--- src/rtl/lpg_pkg.sv ---
// Shared constants and types of the line pixel generator.
package lpg_pkg;

	// Coordinate width and the widths derived from it.
	localparam int COORD_BITS = 16;
	localparam int DELTA_BITS = COORD_BITS + 1;
	localparam int ERR_BITS   = COORD_BITS + 4;
	localparam int COLOR_BITS = 32;

	// Depth of the queue between the front and the back.
	localparam int QUEUE_DEPTH = 2;
	localparam int QPTR_BITS   = (QUEUE_DEPTH > 1) ? $clog2(QUEUE_DEPTH) : 1;
	localparam int QCNT_BITS   = $clog2(QUEUE_DEPTH + 1);

	// Request modes.
	localparam logic MODE_START   = 1'b0;
	localparam logic MODE_ADVANCE = 1'b1;

	typedef logic signed [COORD_BITS-1:0] coord_t;
	typedef logic signed [DELTA_BITS-1:0] delta_t;
	typedef logic        [DELTA_BITS-1:0] dist_t;
	typedef logic signed [ERR_BITS-1:0]   err_t;
	typedef logic        [COLOR_BITS-1:0] color_t;

	// Classified command handed from the front to the back.
	typedef struct packed {
		logic   start;
		logic   steep;
		logic   minor_neg;
		coord_t major_pos;
		coord_t major_stop;
		coord_t minor_pos;
		err_t   error_term;
		err_t   inc_straight;
		err_t   inc_diagonal;
		color_t color;
	} lpg_cmd_t;

endpackage

--- src/rtl/lpg_front.sv ---
// Front part: accepts requests and classifies start requests over four stages.
module lpg_front import lpg_pkg::*; (
	input  logic      clk,
	input  logic      arst_n,
	input  logic      req_valid,
	output logic      req_ready,
	input  logic      mode,
	input  coord_t    x_start,
	input  coord_t    y_start,
	input  coord_t    x_end,
	input  coord_t    y_end,
	input  color_t    line_color,
	output logic      cmd_valid,
	input  logic      cmd_ready,
	output lpg_cmd_t  cmd
);

	logic   en;
	logic   valid_s1, valid_s2, valid_s3, valid_s4;

	// Stage 1: raw endpoints and signed distances.
	logic   mode_s1;
	coord_t xa_s1, ya_s1, xb_s1, yb_s1;
	color_t color_s1;
	delta_t dx_s1, dy_s1;

	// Stage 2: magnitudes and directions.
	logic   mode_s2;
	coord_t xa_s2, ya_s2, xb_s2, yb_s2;
	color_t color_s2;
	dist_t  adx_s2, ady_s2;
	logic   dx_neg_s2, dy_neg_s2, dx_pos_s2, dy_pos_s2;

	// Stage 3: axis choice and endpoint ordering.
	logic   mode_s3;
	logic   steep_s3, minor_neg_s3;
	coord_t ma_s3, mb_s3, na_s3;
	dist_t  dmaj_s3, dmin_s3;
	color_t color_s3;

	// Stage 4: finished command.
	lpg_cmd_t cmd_s4;

	// Stage 3 selection terms.
	logic   steep_c, maj_neg_c;
	coord_t maj_a_c, maj_b_c, min_a_c, min_b_c;

	// Stage 4 arithmetic terms.
	err_t   dmin2_c, dmaj_c;

	// The whole pipeline holds while the last stage waits on a full queue.
	assign en        = !valid_s4 || cmd_ready;
	assign req_ready = en;
	assign cmd_valid = valid_s4;
	assign cmd       = cmd_s4;

	assign steep_c   = !(ady_s2 < adx_s2);
	assign maj_neg_c = steep_c ? dy_neg_s2 : dx_neg_s2;
	assign maj_a_c   = steep_c ? ya_s2 : xa_s2;
	assign maj_b_c   = steep_c ? yb_s2 : xb_s2;
	assign min_a_c   = steep_c ? xa_s2 : ya_s2;
	assign min_b_c   = steep_c ? xb_s2 : yb_s2;

	assign dmin2_c = err_t'({{(ERR_BITS-DELTA_BITS-1){1'b0}}, dmin_s3, 1'b0});
	assign dmaj_c  = err_t'({{(ERR_BITS-DELTA_BITS){1'b0}}, dmaj_s3});

	// Stage valid bits.
	always_ff @(posedge clk or negedge arst_n) begin
		if (!arst_n) begin
			valid_s1 <= 1'b0;
			valid_s2 <= 1'b0;
			valid_s3 <= 1'b0;
			valid_s4 <= 1'b0;
		end else if (en) begin
			valid_s1 <= req_valid;
			valid_s2 <= valid_s1;
			valid_s3 <= valid_s2;
			valid_s4 <= valid_s3;
		end
	end

	// Stage payloads.
	always_ff @(posedge clk) begin
		if (en) begin
			mode_s1  <= mode;
			xa_s1    <= x_start;
			ya_s1    <= y_start;
			xb_s1    <= x_end;
			yb_s1    <= y_end;
			color_s1 <= line_color;
			dx_s1    <= delta_t'({x_end[COORD_BITS-1], x_end})
				- delta_t'({x_start[COORD_BITS-1], x_start});
			dy_s1    <= delta_t'({y_end[COORD_BITS-1], y_end})
				- delta_t'({y_start[COORD_BITS-1], y_start});

			mode_s2   <= mode_s1;
			xa_s2     <= xa_s1;
			ya_s2     <= ya_s1;
			xb_s2     <= xb_s1;
			yb_s2     <= yb_s1;
			color_s2  <= color_s1;
			adx_s2    <= dx_s1[DELTA_BITS-1] ? dist_t'(-dx_s1) : dist_t'(dx_s1);
			ady_s2    <= dy_s1[DELTA_BITS-1] ? dist_t'(-dy_s1) : dist_t'(dy_s1);
			dx_neg_s2 <= dx_s1[DELTA_BITS-1];
			dy_neg_s2 <= dy_s1[DELTA_BITS-1];
			dx_pos_s2 <= !dx_s1[DELTA_BITS-1] && (dx_s1 != '0);
			dy_pos_s2 <= !dy_s1[DELTA_BITS-1] && (dy_s1 != '0);

			// Swap the endpoints when the major axis runs backwards.
			mode_s3      <= mode_s2;
			steep_s3     <= steep_c;
			ma_s3        <= maj_neg_c ? maj_b_c : maj_a_c;
			mb_s3        <= maj_neg_c ? maj_a_c : maj_b_c;
			na_s3        <= maj_neg_c ? min_b_c : min_a_c;
			dmaj_s3      <= steep_c ? ady_s2 : adx_s2;
			dmin_s3      <= steep_c ? adx_s2 : ady_s2;
			minor_neg_s3 <= steep_c
				? (maj_neg_c ? dx_pos_s2 : dx_neg_s2)
				: (maj_neg_c ? dy_pos_s2 : dy_neg_s2);
			color_s3     <= color_s2;

			cmd_s4.start        <= (mode_s3 == MODE_START);
			cmd_s4.steep        <= steep_s3;
			cmd_s4.minor_neg    <= minor_neg_s3;
			cmd_s4.major_pos    <= ma_s3;
			cmd_s4.major_stop   <= mb_s3;
			cmd_s4.minor_pos    <= na_s3;
			cmd_s4.error_term   <= dmin2_c - dmaj_c;
			cmd_s4.inc_straight <= dmin2_c;
			cmd_s4.inc_diagonal <= dmin2_c - (dmaj_c <<< 1);
			cmd_s4.color        <= color_s3;
		end
	end

endmodule

--- src/rtl/lpg_queue.sv ---
// Short command queue between the front and the back.
module lpg_queue import lpg_pkg::*; (
	input  logic      clk,
	input  logic      arst_n,
	input  logic      wr_valid,
	output logic      wr_ready,
	input  lpg_cmd_t  wr_cmd,
	output logic      rd_valid,
	input  logic      rd_ready,
	output lpg_cmd_t  rd_cmd
);

	lpg_cmd_t               entry_q [QUEUE_DEPTH];
	logic [QPTR_BITS-1:0]   wr_ptr_q, rd_ptr_q;
	logic [QCNT_BITS-1:0]   count_q;
	logic                   push, pop;

	assign wr_ready = (count_q != QCNT_BITS'(QUEUE_DEPTH));
	assign rd_valid = (count_q != '0);
	assign rd_cmd   = entry_q[rd_ptr_q];
	assign push     = wr_valid && wr_ready;
	assign pop      = rd_valid && rd_ready;

	// Pointers and fill count.
	always_ff @(posedge clk or negedge arst_n) begin
		if (!arst_n) begin
			wr_ptr_q <= '0;
			rd_ptr_q <= '0;
			count_q  <= '0;
		end else begin
			if (push) begin
				wr_ptr_q <= (wr_ptr_q == QPTR_BITS'(QUEUE_DEPTH - 1)) ? '0 : wr_ptr_q + 1'b1;
			end
			if (pop) begin
				rd_ptr_q <= (rd_ptr_q == QPTR_BITS'(QUEUE_DEPTH - 1)) ? '0 : rd_ptr_q + 1'b1;
			end
			if (push && !pop) begin
				count_q <= count_q + 1'b1;
			end else if (pop && !push) begin
				count_q <= count_q - 1'b1;
			end
		end
	end

	// Entry storage.
	always_ff @(posedge clk) begin
		if (push) begin
			entry_q[wr_ptr_q] <= wr_cmd;
		end
	end

endmodule

--- src/rtl/lpg_back.sv ---
// Back part: steps the line and drives the pixel output register.
module lpg_back import lpg_pkg::*; (
	input  logic     clk,
	input  logic     arst_n,
	input  logic     cmd_valid,
	output logic     cmd_ready,
	input  lpg_cmd_t cmd,
	output logic     pixel_valid,
	input  logic     pixel_ready,
	output coord_t   pixel_x,
	output coord_t   pixel_y,
	output color_t   pixel_color,
	output logic     last_pixel
);

	// Line state.
	logic   active_q, steep_q, minor_neg_q;
	coord_t major_pos_q, major_stop_q, minor_pos_q;
	err_t   error_term_q, inc_straight_q, inc_diagonal_q;
	color_t held_color_q;

	// Output register.
	logic   out_valid_q, last_q;
	coord_t px_q, py_q;
	color_t color_q;

	// Current line values, from a start command or from the held state.
	logic   pop, emit, is_start, last_c, step_minor;
	logic   cur_steep, cur_neg;
	coord_t cur_major, cur_stop, cur_minor;
	err_t   cur_err, cur_inc_s, cur_inc_d;
	color_t cur_color;

	assign cmd_ready = !out_valid_q || pixel_ready;
	assign pop       = cmd_valid && cmd_ready;
	assign is_start  = cmd.start;
	assign emit      = pop && (is_start || active_q);

	assign cur_steep = is_start ? cmd.steep        : steep_q;
	assign cur_neg   = is_start ? cmd.minor_neg    : minor_neg_q;
	assign cur_major = is_start ? cmd.major_pos    : major_pos_q;
	assign cur_stop  = is_start ? cmd.major_stop   : major_stop_q;
	assign cur_minor = is_start ? cmd.minor_pos    : minor_pos_q;
	assign cur_err   = is_start ? cmd.error_term   : error_term_q;
	assign cur_inc_s = is_start ? cmd.inc_straight : inc_straight_q;
	assign cur_inc_d = is_start ? cmd.inc_diagonal : inc_diagonal_q;
	assign cur_color = is_start ? cmd.color        : held_color_q;

	assign last_c     = (cur_major == cur_stop);
	assign step_minor = (cur_err > 0);

	assign pixel_valid = out_valid_q;
	assign pixel_x     = px_q;
	assign pixel_y     = py_q;
	assign pixel_color = color_q;
	assign last_pixel  = last_q;

	// Control state: line activity and output valid.
	always_ff @(posedge clk or negedge arst_n) begin
		if (!arst_n) begin
			active_q    <= 1'b0;
			out_valid_q <= 1'b0;
		end else begin
			if (cmd_ready) begin
				out_valid_q <= emit;
			end
			if (emit) begin
				active_q <= !last_c;
			end
		end
	end

	// Pixel word and the step to the next point of the line.
	always_ff @(posedge clk) begin
		if (emit) begin
			px_q    <= cur_steep ? cur_minor : cur_major;
			py_q    <= cur_steep ? cur_major : cur_minor;
			color_q <= cur_color;
			last_q  <= last_c;

			steep_q        <= cur_steep;
			minor_neg_q    <= cur_neg;
			major_stop_q   <= cur_stop;
			inc_straight_q <= cur_inc_s;
			inc_diagonal_q <= cur_inc_d;
			held_color_q   <= cur_color;
			major_pos_q    <= cur_major + coord_t'(1);
			if (step_minor) begin
				minor_pos_q  <= cur_neg ? cur_minor - coord_t'(1) : cur_minor + coord_t'(1);
				error_term_q <= cur_err + cur_inc_d;
			end else begin
				minor_pos_q  <= cur_minor;
				error_term_q <= cur_err + cur_inc_s;
			end
		end
	end

endmodule

--- src/rtl/line_pixel_generator.sv ---
// Line pixel generator top level: front, command queue and back.
//
// A request with mode start loads two endpoints and a colour and yields the
// first pixel of the line; each advance request yields the next pixel. The
// final pixel carries last_pixel. An advance request with no line in progress
// yields nothing, and a start request drops any line still in progress.
//
// Both channels use valid and ready; a request or a pixel moves on a clock
// edge where both are high. After its request is accepted, a pixel passes
// four front stages, one queue entry, then the output register. While the
// receiver takes pixels, requests are taken at one per cycle and pixels
// leave at one per cycle; the rate is set by the back, which does one add
// and compare per pixel.
// When the pixel receiver stalls, the output register holds its pixel, the
// back stops draining the queue, and the front keeps accepting requests until
// the queue is full and its fourth stage holds a request; then req_ready
// falls and all four front stages hold.
//
// Reset clears all valid bits, empties the queue and leaves no line active.
module line_pixel_generator import lpg_pkg::*; (
	input  logic   clk,
	input  logic   arst_n,
	input  logic   req_valid,
	output logic   req_ready,
	input  logic   mode,
	input  coord_t x_start,
	input  coord_t y_start,
	input  coord_t x_end,
	input  coord_t y_end,
	input  color_t line_color,
	output logic   pixel_valid,
	input  logic   pixel_ready,
	output coord_t pixel_x,
	output coord_t pixel_y,
	output color_t pixel_color,
	output logic   last_pixel
);

	logic      front_valid, front_ready;
	lpg_cmd_t  front_cmd;
	lpg_cmd_t  back_cmd;
	logic      back_valid, back_ready;

	lpg_front u_front (
		.clk        (clk),
		.arst_n     (arst_n),
		.req_valid  (req_valid),
		.req_ready  (req_ready),
		.mode       (mode),
		.x_start    (x_start),
		.y_start    (y_start),
		.x_end      (x_end),
		.y_end      (y_end),
		.line_color (line_color),
		.cmd_valid  (front_valid),
		.cmd_ready  (front_ready),
		.cmd        (front_cmd)
	);

	lpg_queue u_queue (
		.clk        (clk),
		.arst_n     (arst_n),
		.wr_valid   (front_valid),
		.wr_ready   (front_ready),
		.wr_cmd     (front_cmd),
		.rd_valid   (back_valid),
		.rd_ready   (back_ready),
		.rd_cmd     (back_cmd)
	);

	lpg_back u_back (
		.clk         (clk),
		.arst_n      (arst_n),
		.cmd_valid   (back_valid),
		.cmd_ready   (back_ready),
		.cmd         (back_cmd),
		.pixel_valid (pixel_valid),
		.pixel_ready (pixel_ready),
		.pixel_x     (pixel_x),
		.pixel_y     (pixel_y),
		.pixel_color (pixel_color),
		.last_pixel  (last_pixel)
	);

endmodule
--- config.mk ---
export PLATFORM = sky130hd
export DESIGN_NAME = line_pixel_generator
export DESIGN_NICKNAME = d
export VERILOG_FILES = /design/src/rtl/lpg_pkg.sv /design/src/rtl/lpg_front.sv /design/src/rtl/lpg_queue.sv /design/src/rtl/lpg_back.sv /design/src/rtl/line_pixel_generator.sv
export SDC_FILE = /design/constraint.sdc
export NUM_CORES = 1
export LEC_CHECK = 0
export ABC_AREA = 1
export ABC_CLOCK_PERIOD_IN_PS = 22900
export CORE_ASPECT_RATIO = 0.6
export CORE_MARGIN = 3
export CORE_UTILIZATION = 45
export DETAILED_ROUTE_END_ITERATION = 7
export DONT_BUFFER_PORTS = 1
export HOLD_SLACK_MARGIN = 0.12
export SLEW_MARGIN = 10
export SYNTH_ARGS = -nofsm -noshare
export SYNTH_HDL_FRONTEND = slang
export SYNTH_SLANG_ARGS = --single-unit
export TNS_END_PERCENT = 100
--- constraint.sdc ---
create_clock -name clk -period 22.9 [get_ports clk]
set_input_delay 6.87 -clock clk [delete_from_list [all_inputs] [get_ports clk]]
set_output_delay 6.87 -clock clk [all_outputs]
set_load 0.02 [all_outputs]
After elaboration in Yosys (flattened, before gate mapping). Memories as Yosys holds them, arrays and structs flattened. Index checks and enable logic that the tools add are counted.

Bits in writable memories: 280. Bits in registers: 708. Input port bits: 101. Memories: 1. Logic and storage cells: 141.

Memories: u_queue.entry_q (depth 2, bits a word 140, read ports 1, clocked after Yosys merged registers in 0, write ports 1, RTL line lpg_queue.sv:13) `lpg_cmd_t entry_q [QUEUE_DEPTH];`.

Reductions and logical operators: 23. Bitwise operators: 1. Magnitude comparators: 2. Eq/ne operators: 2. $add $sub $neg: 15. Muxes and demuxes: 35.

Operator list (number): two-way mux 16 bit (16); two-way mux 20 bit (4); adder 20 bit (2); two-way mux 17 bit (2); negator 17 bit (2); nonzero test 17 bit (2); subtractor 16 x 16 -> 17 bit (2); adder 16 x 2 -> 16 bit, second input constant (2); two-way mux 32 bit (1); > comparator 20 x 1 -> 1 bit, second input constant (1); subtractor 18 x 17 -> 19 bit (1); subtractor 18 x 18 -> 19 bit (1); less-than comparator 17 bit (1); == test 16 bit (1); subtractor 16 x 2 -> 16 bit, second input constant (1); two-way mux 1 bit (10); logical NOT 1 bit (8); logical AND 1 bit (7); two-way mux 2 bit (2); nonzero test 2 bit (2); logical OR 1 bit (3); adder 1 bit, second input constant (2); adder 2 x 1 -> 2 bit, second input constant (1); inequality test 2 bit, second input constant (1); other kinds (3) (3).

Logic depth before layout (Yosys ltp). Gate-level depths: netlist (run 1).

Word-level depth: 6. Depth in mapped cells: 27. Depth with buffers taken out: 25.

By module. Synthesis (run 1) repeated with hierarchy kept, for this count alone.

Cell total of the unflattened synthesis: 3682. Area total of the unflattened synthesis: 42922.4 um2.

Modules (own cells, without submodules): lpg_front (cells an instance 1820, instances 1, area each 22461.5 um2, seq. area each 15715.1 um2); lpg_queue (cells an instance 775, instances 1, area each 10615.2 um2, seq. area each 8688.3 um2); lpg_back (cells an instance 1087, instances 1, area each 9845.7 um2, seq. area each 5305.1 um2).

Worst setup path after synthesis (run 1). OpenSTA, ideal clock, no wires.

Path type: register to output. Start: reg u_queue.count_q[1]. End: out req_ready. Setup slack: 2.985 ns. Cell stages (with the launch flop): 2. Data arrival time: 13.045 ns. Path buffers: 0. Cells stage by stage: dfrtp_1 nand3_1.

Cells in the longest elaborated chain, start to end: 2.

RTL lines: start, declared (RTL line lpg_queue.sv:15) `logic [QCNT_BITS-1:0] count_q;`; start signal, assigned (RTL line lpg_queue.sv:38) `count_q <= count_q + 1'b1;`; start signal, assigned (RTL line lpg_queue.sv:40) `count_q <= count_q - 1'b1;`; inequality test 2 bit (RTL line lpg_queue.sv:18) `assign wr_ready = (count_q != QCNT_BITS'(QUEUE_DEPTH));`; logical OR 1 bit (RTL line lpg_front.sv:52) `assign en = !valid_s4 || cmd_ready;`; end, declared (RTL line line_pixel_generator.sv:24) `output logic req_ready,`.

Every way passes these cells.

Final worst setup path (run 1).
Start: in pixel_ready. End: reg u_back.px_q[12], in the netlist u_back.pixel_x[12], enable pin.

Cells in the longest elaborated chain, start to end: 3.

RTL lines: start, declared (RTL line line_pixel_generator.sv:32) `input logic pixel_ready,`; logical OR 1 bit (RTL line lpg_back.sv:34) `assign cmd_ready = !out_valid_q || pixel_ready;`; logical AND 1 bit (RTL line lpg_back.sv:35) `assign pop = cmd_valid && cmd_ready;`; logical AND 1 bit (RTL line lpg_back.sv:37) `assign emit = pop && (is_start || active_q);`; net u_back.emit (RTL line lpg_back.sv:28) `logic pop, emit, is_start, last_c, step_minor;`; end signal, assigned (RTL line lpg_back.sv:76) `px_q <= cur_steep ? cur_minor : cur_major;`; end, declared (RTL line lpg_back.sv:24) `coord_t px_q, py_q;`.

The timed path passes the listed nets, and every way through them passes these cells. A chain may end at the register's enable or synchronous reset.

==> summary by stage, run 1 <==
Status
The flow ran to the end, and the final reports show no timing, DRC or antenna violations.

Floorplan
The floorplan step set the die width to roughly 400 um. During I/O placement, the number of pins put on the boundary was 168. The initial utilization of the core area, before any placement, comes to 0.458. The floorplan has 85 rows. From bottom edge to top edge, the die measures roughly 240 um. After floorplanning, the core was sized to cover 0.0904 sq mm. The die covers 0.0957 sq mm.

Synthesis
Of the synthesized area, sequential elements account for 0.709. The count of flip-flops with a built-in enable after synthesis is between 900 and 1k. The count of state elements after synthesis is ~980. The most used flip-flop cell after synthesis is sky130_fd_sc_hd__edfxtp_1. The synthesized instance count is between 3k and 4k. The number of nets handed over by synthesis was roughly 3.6k.

In this run the mean area of a mapped cell was 12.5 sq um. The netlist uses 53 different library cells. The synthesized design spends more area on one cell type than any other, namely sky130_fd_sc_hd__edfxtp_1. The async set-or-reset flop fraction in the synthesized netlist is 0.0102. The fraction of post-synthesis cell area in the top cell type by area is 0.703. After synthesis, the cell types taking the most area are sky130_fd_sc_hd__edfxtp_1 (70%), sky130_fd_sc_hd__nand2_1 (8.0%), sky130_fd_sc_hd__ha_1 (3.7%).

The cell area that synthesis handed to floorplanning was around 0.041 sq mm. Ranked by instance count, the synthesized netlist is headed by sky130_fd_sc_hd__edfxtp_1 (969), sky130_fd_sc_hd__nand2_1 (885), sky130_fd_sc_hd__inv_1 (262). Among all cell types in the netlist, the one instantiated most often is sky130_fd_sc_hd__edfxtp_1.

The number of warnings printed during yosys synthesis is 0.

Global route
After global routing the overflow that remains totals 0. In the global route stage, overall resource usage came out at 0.183. The number of global-route vias before repair is ~21k. The first global-routing pass estimated around 130 mm of wire. The number of antenna violations at the first check in global routing came to 0. Entering global routing, the biggest net connects about 170 pins.

Place
The placed cell area is approximately 0.043 sq mm. The global placement routability congestion is between 0.8 and 0.9. Before CTS, the worst setup slack after placement is 13.57 ns.

The detailed-placement wirelength estimate is a little under 60 mm. In this run the tool buffered the top-level ports with 0 buffer cells.

Layout
The count of nets after finishing is between 3k and 4k. Summing all flip-flop and latch instances after layout gives 0.0294 sq mm. The number of antenna diodes in the final layout is 0. The area growth from synthesis to layout is 10.5%. The number of fillers in the final layout is around 8k. In the final layout, the share of cells above drive strength 1 is 0.0625.

The post-route cell area is 0.0457 sq mm. The multi-input combinational cells in the finished layout cover a total of between 0.01 and 0.015 sq mm.

CTS
The number of buffers inserted by hold repair at cts is 0. The clock-pin slew of the registers on the worst-case setup and hold paths is 0.06 ns. The number of sinks on the clock net is 979. In this run the number of H-tree levels came out at 3.

The post-cts sizing count is 0. TritonCTS built the clock tree. The number of buffers created by CTS is 91. The later pin in the worst-skew pair is clocked with a latency of 0.67 ns. After clock tree synthesis, the setup repair step added 0 buffers. In this run the clock root is driven by a sky130_fd_sc_hd__clkbuf_16.

The deepest clock path buffer count is 3.

Drt
In the routed design, unresolved DRC markers number 0. Using the TritonRoute via totals, the vias-per-cell ratio works out to a little over 5. The first-pass detailed-route iteration total is 5.

The iteration-0 DRC count of the detailed router is 2261. Across all layers, the routed design uses 23.3k vias. The number of nets with antenna violations after routing is 0. Wires add up to approximately 90 mm. Dividing the detail-routed wire length by the instance count gives between 15 and 20 um.

STA
Setup repair after global routing left no endpoint under its margin. The count of endpoints failing hold in the final timing report is 0. Final hold analysis gives a worst-case slack of 0.410 ns. Based on the critical path, the design can be clocked at up to around 120 MHz. The sum of negative setup slack is 0 ns. The time the final worst path needs with I/O delays and setup is around 8.7 ns. Between clock sinks in the finished design, the worst skew comes to around 0.023 ns. Dividing the final minimum period by the clock period gives 0.379.

The number of endpoints failing setup at the final stage is 0. Headroom to the max-slew limit came out at 0.303. The total count of max-transition violations in the final report is 0.

The final worst setup slack is 14.22 ns. The slew at the pin closest to its max-slew limit is about 1.0 ns.

Worst setup path
The critical path starts at pixel_ready. STA classifies the critical path startpoint as a primary input. In this run the register-to-register setup slack is around 16 ns. The type of element capturing the critical path is a register. The end of the worst register-to-register path is u_back.error_term_q[14]. The cell count of the worst reg-to-reg path is 23.

The critical path is of the primary input to register type. The critical path data required time is ~23 ns. The worst register-to-register path begins at u_queue.rd_ptr_q.

Data arrives at the worst endpoint at roughly 9 ns. The most critical setup path has its endpoint at u_back.pixel_x[12]. The critical-path maximum fanout is a little under 90.

Worst hold path
The worst hold path class is register to register. In this run the most critical hold path is launched from u_front.color_s1[29].

Run
Max-cap violations in this run came to 0.
==> cells in the final DEF, fill, tap and decap left out, drive strengths merged, types with 9 or more instances in the layout <==
cell type | netlist | final
nand2 | 892 | 892
buf | 70 | 18
nor2 | 214 | 214
a31o | 10 | 10
edfxtp | 969 | 969
xor2 | 100 | 100
nand3b | 9 | 9
nor3 | 26 | 26
o21ai | 187 | 187
clkbuf | 30 | 109
or2 | 13 | 13
clkinv | 2 | 37
a21oi | 152 | 152
a31oi | 50 | 50
o211ai | 13 | 13
inv | 268 | 272
bufinv | 0 | 14
dfrtp | 10 | 10
a21o | 9 | 9
nand3 | 78 | 78
ha | 122 | 122
xnor2 | 48 | 48
==> worst min path at each step <==
stage	end	depth (start not counted)
after CTS	u_front.xb_s2[6]	0
after floorplan	u_front.cmd[0]	0
after global routing	u_front.xb_s2[6]	0
after global placement	u_front.color_s2[3]	0
final	u_front.color_s2[29]	0
after detailed placement	u_front.cmd[101]	0
==> state kept, by name, summed over array words and instances, names as in the netlist, 32 cells and up <==
signal and flops:
u_queue.entry_q 274, u_front.color_s2 32, u_front.color_s3 32, u_back.pixel_color 32
u_front.cmd 137, u_front.color_s1 32
==> through the flow <==
| stage | std cells | utilization |
|---|---|---|
| floorplan | 3322 | - |
| global placement | 4458 | 0.472 |
| detailed placement | 4458 | 0.472 |
| CTS | 4628 | 0.506 |
| global route | 4628 | 0.506 |
| finish | 4628 | 0.506 |
==> per-layer routing <==
| layer | up-vias | wire length, um | GRT usage | share of wire |
|---|---|---|---|---|
| met4 | 0 | 1640 | 0.0451 | 0.019 |
| met3 | 103 | 6840 | 0.0449 | 0.078 |
| met5 | - | 0 | 0 | 0 |
| met2 | 652 | 33000 | 0.227 | 0.38 |
| met1 | 10944 | 46200 | 0.311 | 0.53 |
| li1 | 11584 | - | - | - |
==> cells by family after synthesis <==
logic type	after synthesis	share of synthesized area
simple gates	1246	0.120
compound gates	451	0.0622
fa+ha+maj	128	0.0398
flops	979	0.709
xor+xnor	148	0.0313
buf+inv	370	0.0373
==> final cells by class <==
cell class                      instances  share of cell area
Timing Repair Buffer                   18             0.00405
Multi-Input combinational cell       1973               0.231
Clock buffer                          109              0.0524
Tap cell                             1218              0.0333
Clock inverter                         61              0.0152
Sequential cell                       979               0.642
Inverter                              270              0.0223
==> worst max-delay path: stages <==
cell	delay, ns
sky130_fd_sc_hd__o22ai_1	0.14
sky130_fd_sc_hd__inv_1	0.08
sky130_fd_sc_hd__o21ai_0	0.22
sky130_fd_sc_hd__inv_6	0.68
sky130_fd_sc_hd__buf_4	0.74
Power of run 1 is left out: the tool's default activity adds up to more than one toggle a clock period on the data nets, which glitch-free logic cannot reach.
==> run 2, diff against run 1 <==
- ABC_CLOCK_PERIOD_IN_PS: 22900 -> 7300
- clock period: 22.9 -> 7.3 ns (I/O delays scaled with it)
==> run 2 against run 1 <==
  * Core utilization is 0.17 points lower
  * Non-clock buffer count up 7
  * First-iteration DRC count grew 6.9%
  * Worst hold slack worse by 0.0010 ns
  * Routed wire length is 2.3% higher
  * Cell count hardly changed
  * Critical path depth increased by 14
  * Flip-flop and latch count unchanged
==> summary by stage, run 2 (synthesis results as in run 1) <==
Status
The flow ran to the end, and the final reports show no timing, DRC or antenna violations.

Worst setup path
The critical path goes through inv_4, nand2_4, nand2_8, o21ai_1, nand2_1, nor2_1, nand3_1, nand2_2, nand2_1, o21ai_0, ha_1, inv_1, fa_1, o21ai_0, a21oi_1, o21ai_0, a21oi_1, o21ai_0, xor2_1. Data on the critical path arrives at its endpoint at 5.88 ns. The stage delay of the slowest cell on the critical path is roughly 0.80 ns. At the worst endpoint, the required time is roughly 7.7 ns.

The type of element capturing the critical path is a register. In this run the register-to-register setup slack is 1.85 ns. The critical path start-end classification is register to register. The most prevalent standard cell on the critical path is sky130_fd_sc_hd__o21ai_0. For this design, the slowest cell found on the critical path is sky130_fd_sc_hd__dfrtp_4. The critical-path maximum fanout is just over 90. The startpoint type of the worst setup path is a register.

Drt
Once detail routing completed, the nets flagged for antenna violations numbered 0. The count of vias placed by the detailed router is approximately 23k. The remaining routing DRC violations is 0.

Dividing the detail-routed wire length by the instance count gives about 19 um. The total detailed-routing wirelength is 89.7 mm. The first TritonRoute pass finished after 5 iterations.

The detail-routed via count per cell is around 5.0. The detailed router finished its first iteration with roughly 2.4k violations.

STA
Between clock sinks in the finished design, the worst skew comes to around 0.025 ns. Setup violations remaining at the end of the flow were counted as 0. The total count of max-transition violations in the final report came to 0. The count of endpoints failing hold in the final timing report came to 0. Setup repair after global routing left no endpoint under its margin. The final critical-path share of the clock period is 0.747.

The maximum operating frequency is ~180 MHz. The worst hold margin is 0.409 ns. The slew at the pin closest to its max-slew limit is roughly 1.1 ns. In this run the tightest slew margin relative to its limit is 0.252. Counting I/O delays and the setup requirement, the final critical path takes 5.45 ns. For the final routed database, the setup TNS stands at 0 ns.

Global route
In the global route stage, met2 resource usage came out at 0.218. For this run, the total global-route usage over all layers was measured as 0.188. The sum of overflow across all layers after global routing is 0.

For met1 alone, demand over resource in global routing was 0.323. The wire length of the first global-routing pass is between 100 and 150 mm. Entering global routing, the biggest net connects around 190 pins. The number of antenna violations at the first check in global routing is 1. For this run, global-route usage on met3 was measured as 0.0581.

After global routing, the most crowded layer is met1. The number of global-route vias before repair came to about 21k.

Floorplan
The initial core utilization is 0.458. Row generation in the floorplan step produced 85 rows. The chip width is 397 um. The die covers about 0.096 sq mm.

The die extent in y is 241 um. The I/O pin count is ~170. The core region area is around 0.09 sq mm.

CTS
TritonCTS built the clock tree. After clock tree synthesis, the clock-pin slew on the worst setup and hold paths is roughly 0.070 ns. The deepest clock path buffer count is 3. The H-tree was split into 3 levels. Clock tree synthesis found a total of approximately 1000 sinks. TritonCTS created between 80 and 90 clock buffers. The clock latency of the later-clocked register in the worst-skew pair is 0.68 ns. The post-cts sizing count is 0. The number of buffers inserted by hold repair at cts is 0.

The cell sitting at the root of the clock tree is a sky130_fd_sc_hd__clkbuf_16. The number of buffers inserted by post-CTS setup repair is 0.

Place
Summed over all nets, the half-perimeter wirelength after detailed placement is 62.6 mm. The congestion estimate from routability-driven global placement came to 0.883. The total of buffers placed on input and output ports is 0. The placed cell area is around 0.043 sq mm.

Layout
The finished cells cover approximately 0.046 sq mm. The most common cell after layout, fill and taps aside is sky130_fd_sc_hd__edfxtp_1. The register with the most flip-flops in the layout has approximately 270 of them. The count of nets after finishing is ~3.6k. The top cell types in the final layout, fill and taps aside, are sky130_fd_sc_hd__edfxtp_1 (969), sky130_fd_sc_hd__nand2_1 (885), sky130_fd_sc_hd__inv_1 (261). The area growth from synthesis to layout is 10.2%.

In the final layout, the share of cells above drive strength 1 is 0.0610. u_queue.entry_q holds more flip-flops than any other register.

Run
Max-cap violations in this run came to 0.

Worst hold path
The tightest min-delay check is of the register to register type.
==> run 2: worst max-delay path: cells and delay by family (launching register included) <==
kind	cells	cell delay (ns)
XOR/XNOR	1	0.10
buffers and inverters	2	0.35
adder cells (fa/ha/maj)	2	0.68
flip-flops	1	0.80
AO/OA/AOI/OAI	7	1.89
AND/OR/NAND/NOR	7	1.32
==> run 2: metrics by stage <==
stage               instances   util  setup WS (ns)
floorplan                3322      -          0.324
global placement         4465  0.472           1.89
detailed placement       4465  0.472           1.82
CTS                      4628  0.504           1.81
global route             4629  0.504           1.23
finish                   4629  0.504           1.85
==> run 2: layout make-up <==
cell class | instances | area, sq um
antenna | 1 | 2.50
clock buffer | 111 | 2330
clock inverter | 52 | 583
fill | 7812 | 44800
inverter | 270 | 1020
multi-input combinational | 1973 | 10600
sequential | 979 | 29400
tap | 1218 | 1520
timing repair buffer | 25 | 213
==> run 2: layer usage <==
layer	vias to the layer above	wire, um
li1	11587	-
met1	10993	48100
met2	647	32000
met3	111	7980
met4	0	1600
met5	-	0
==> run 2: worst paths after layout <==
kind / endpoint / start / cells past startpoint
setup / recovery: u_back.error_term_q[14] / u_queue.rd_ptr_q / 19
setup reg to reg: u_back.error_term_q[14] / u_queue.rd_ptr_q / 19
max in group asynchronous: u_queue.count_q[1] / arst_n / 0
min in group asynchronous: u_queue.rd_ptr_q / arst_n / 0
hold reg to reg: u_front.yb_s2[15] / u_front.yb_s1[15] / 0
hold / removal: u_front.yb_s2[15] / u_front.yb_s1[15] / 0
Power of run 2 is left out for the same reason.
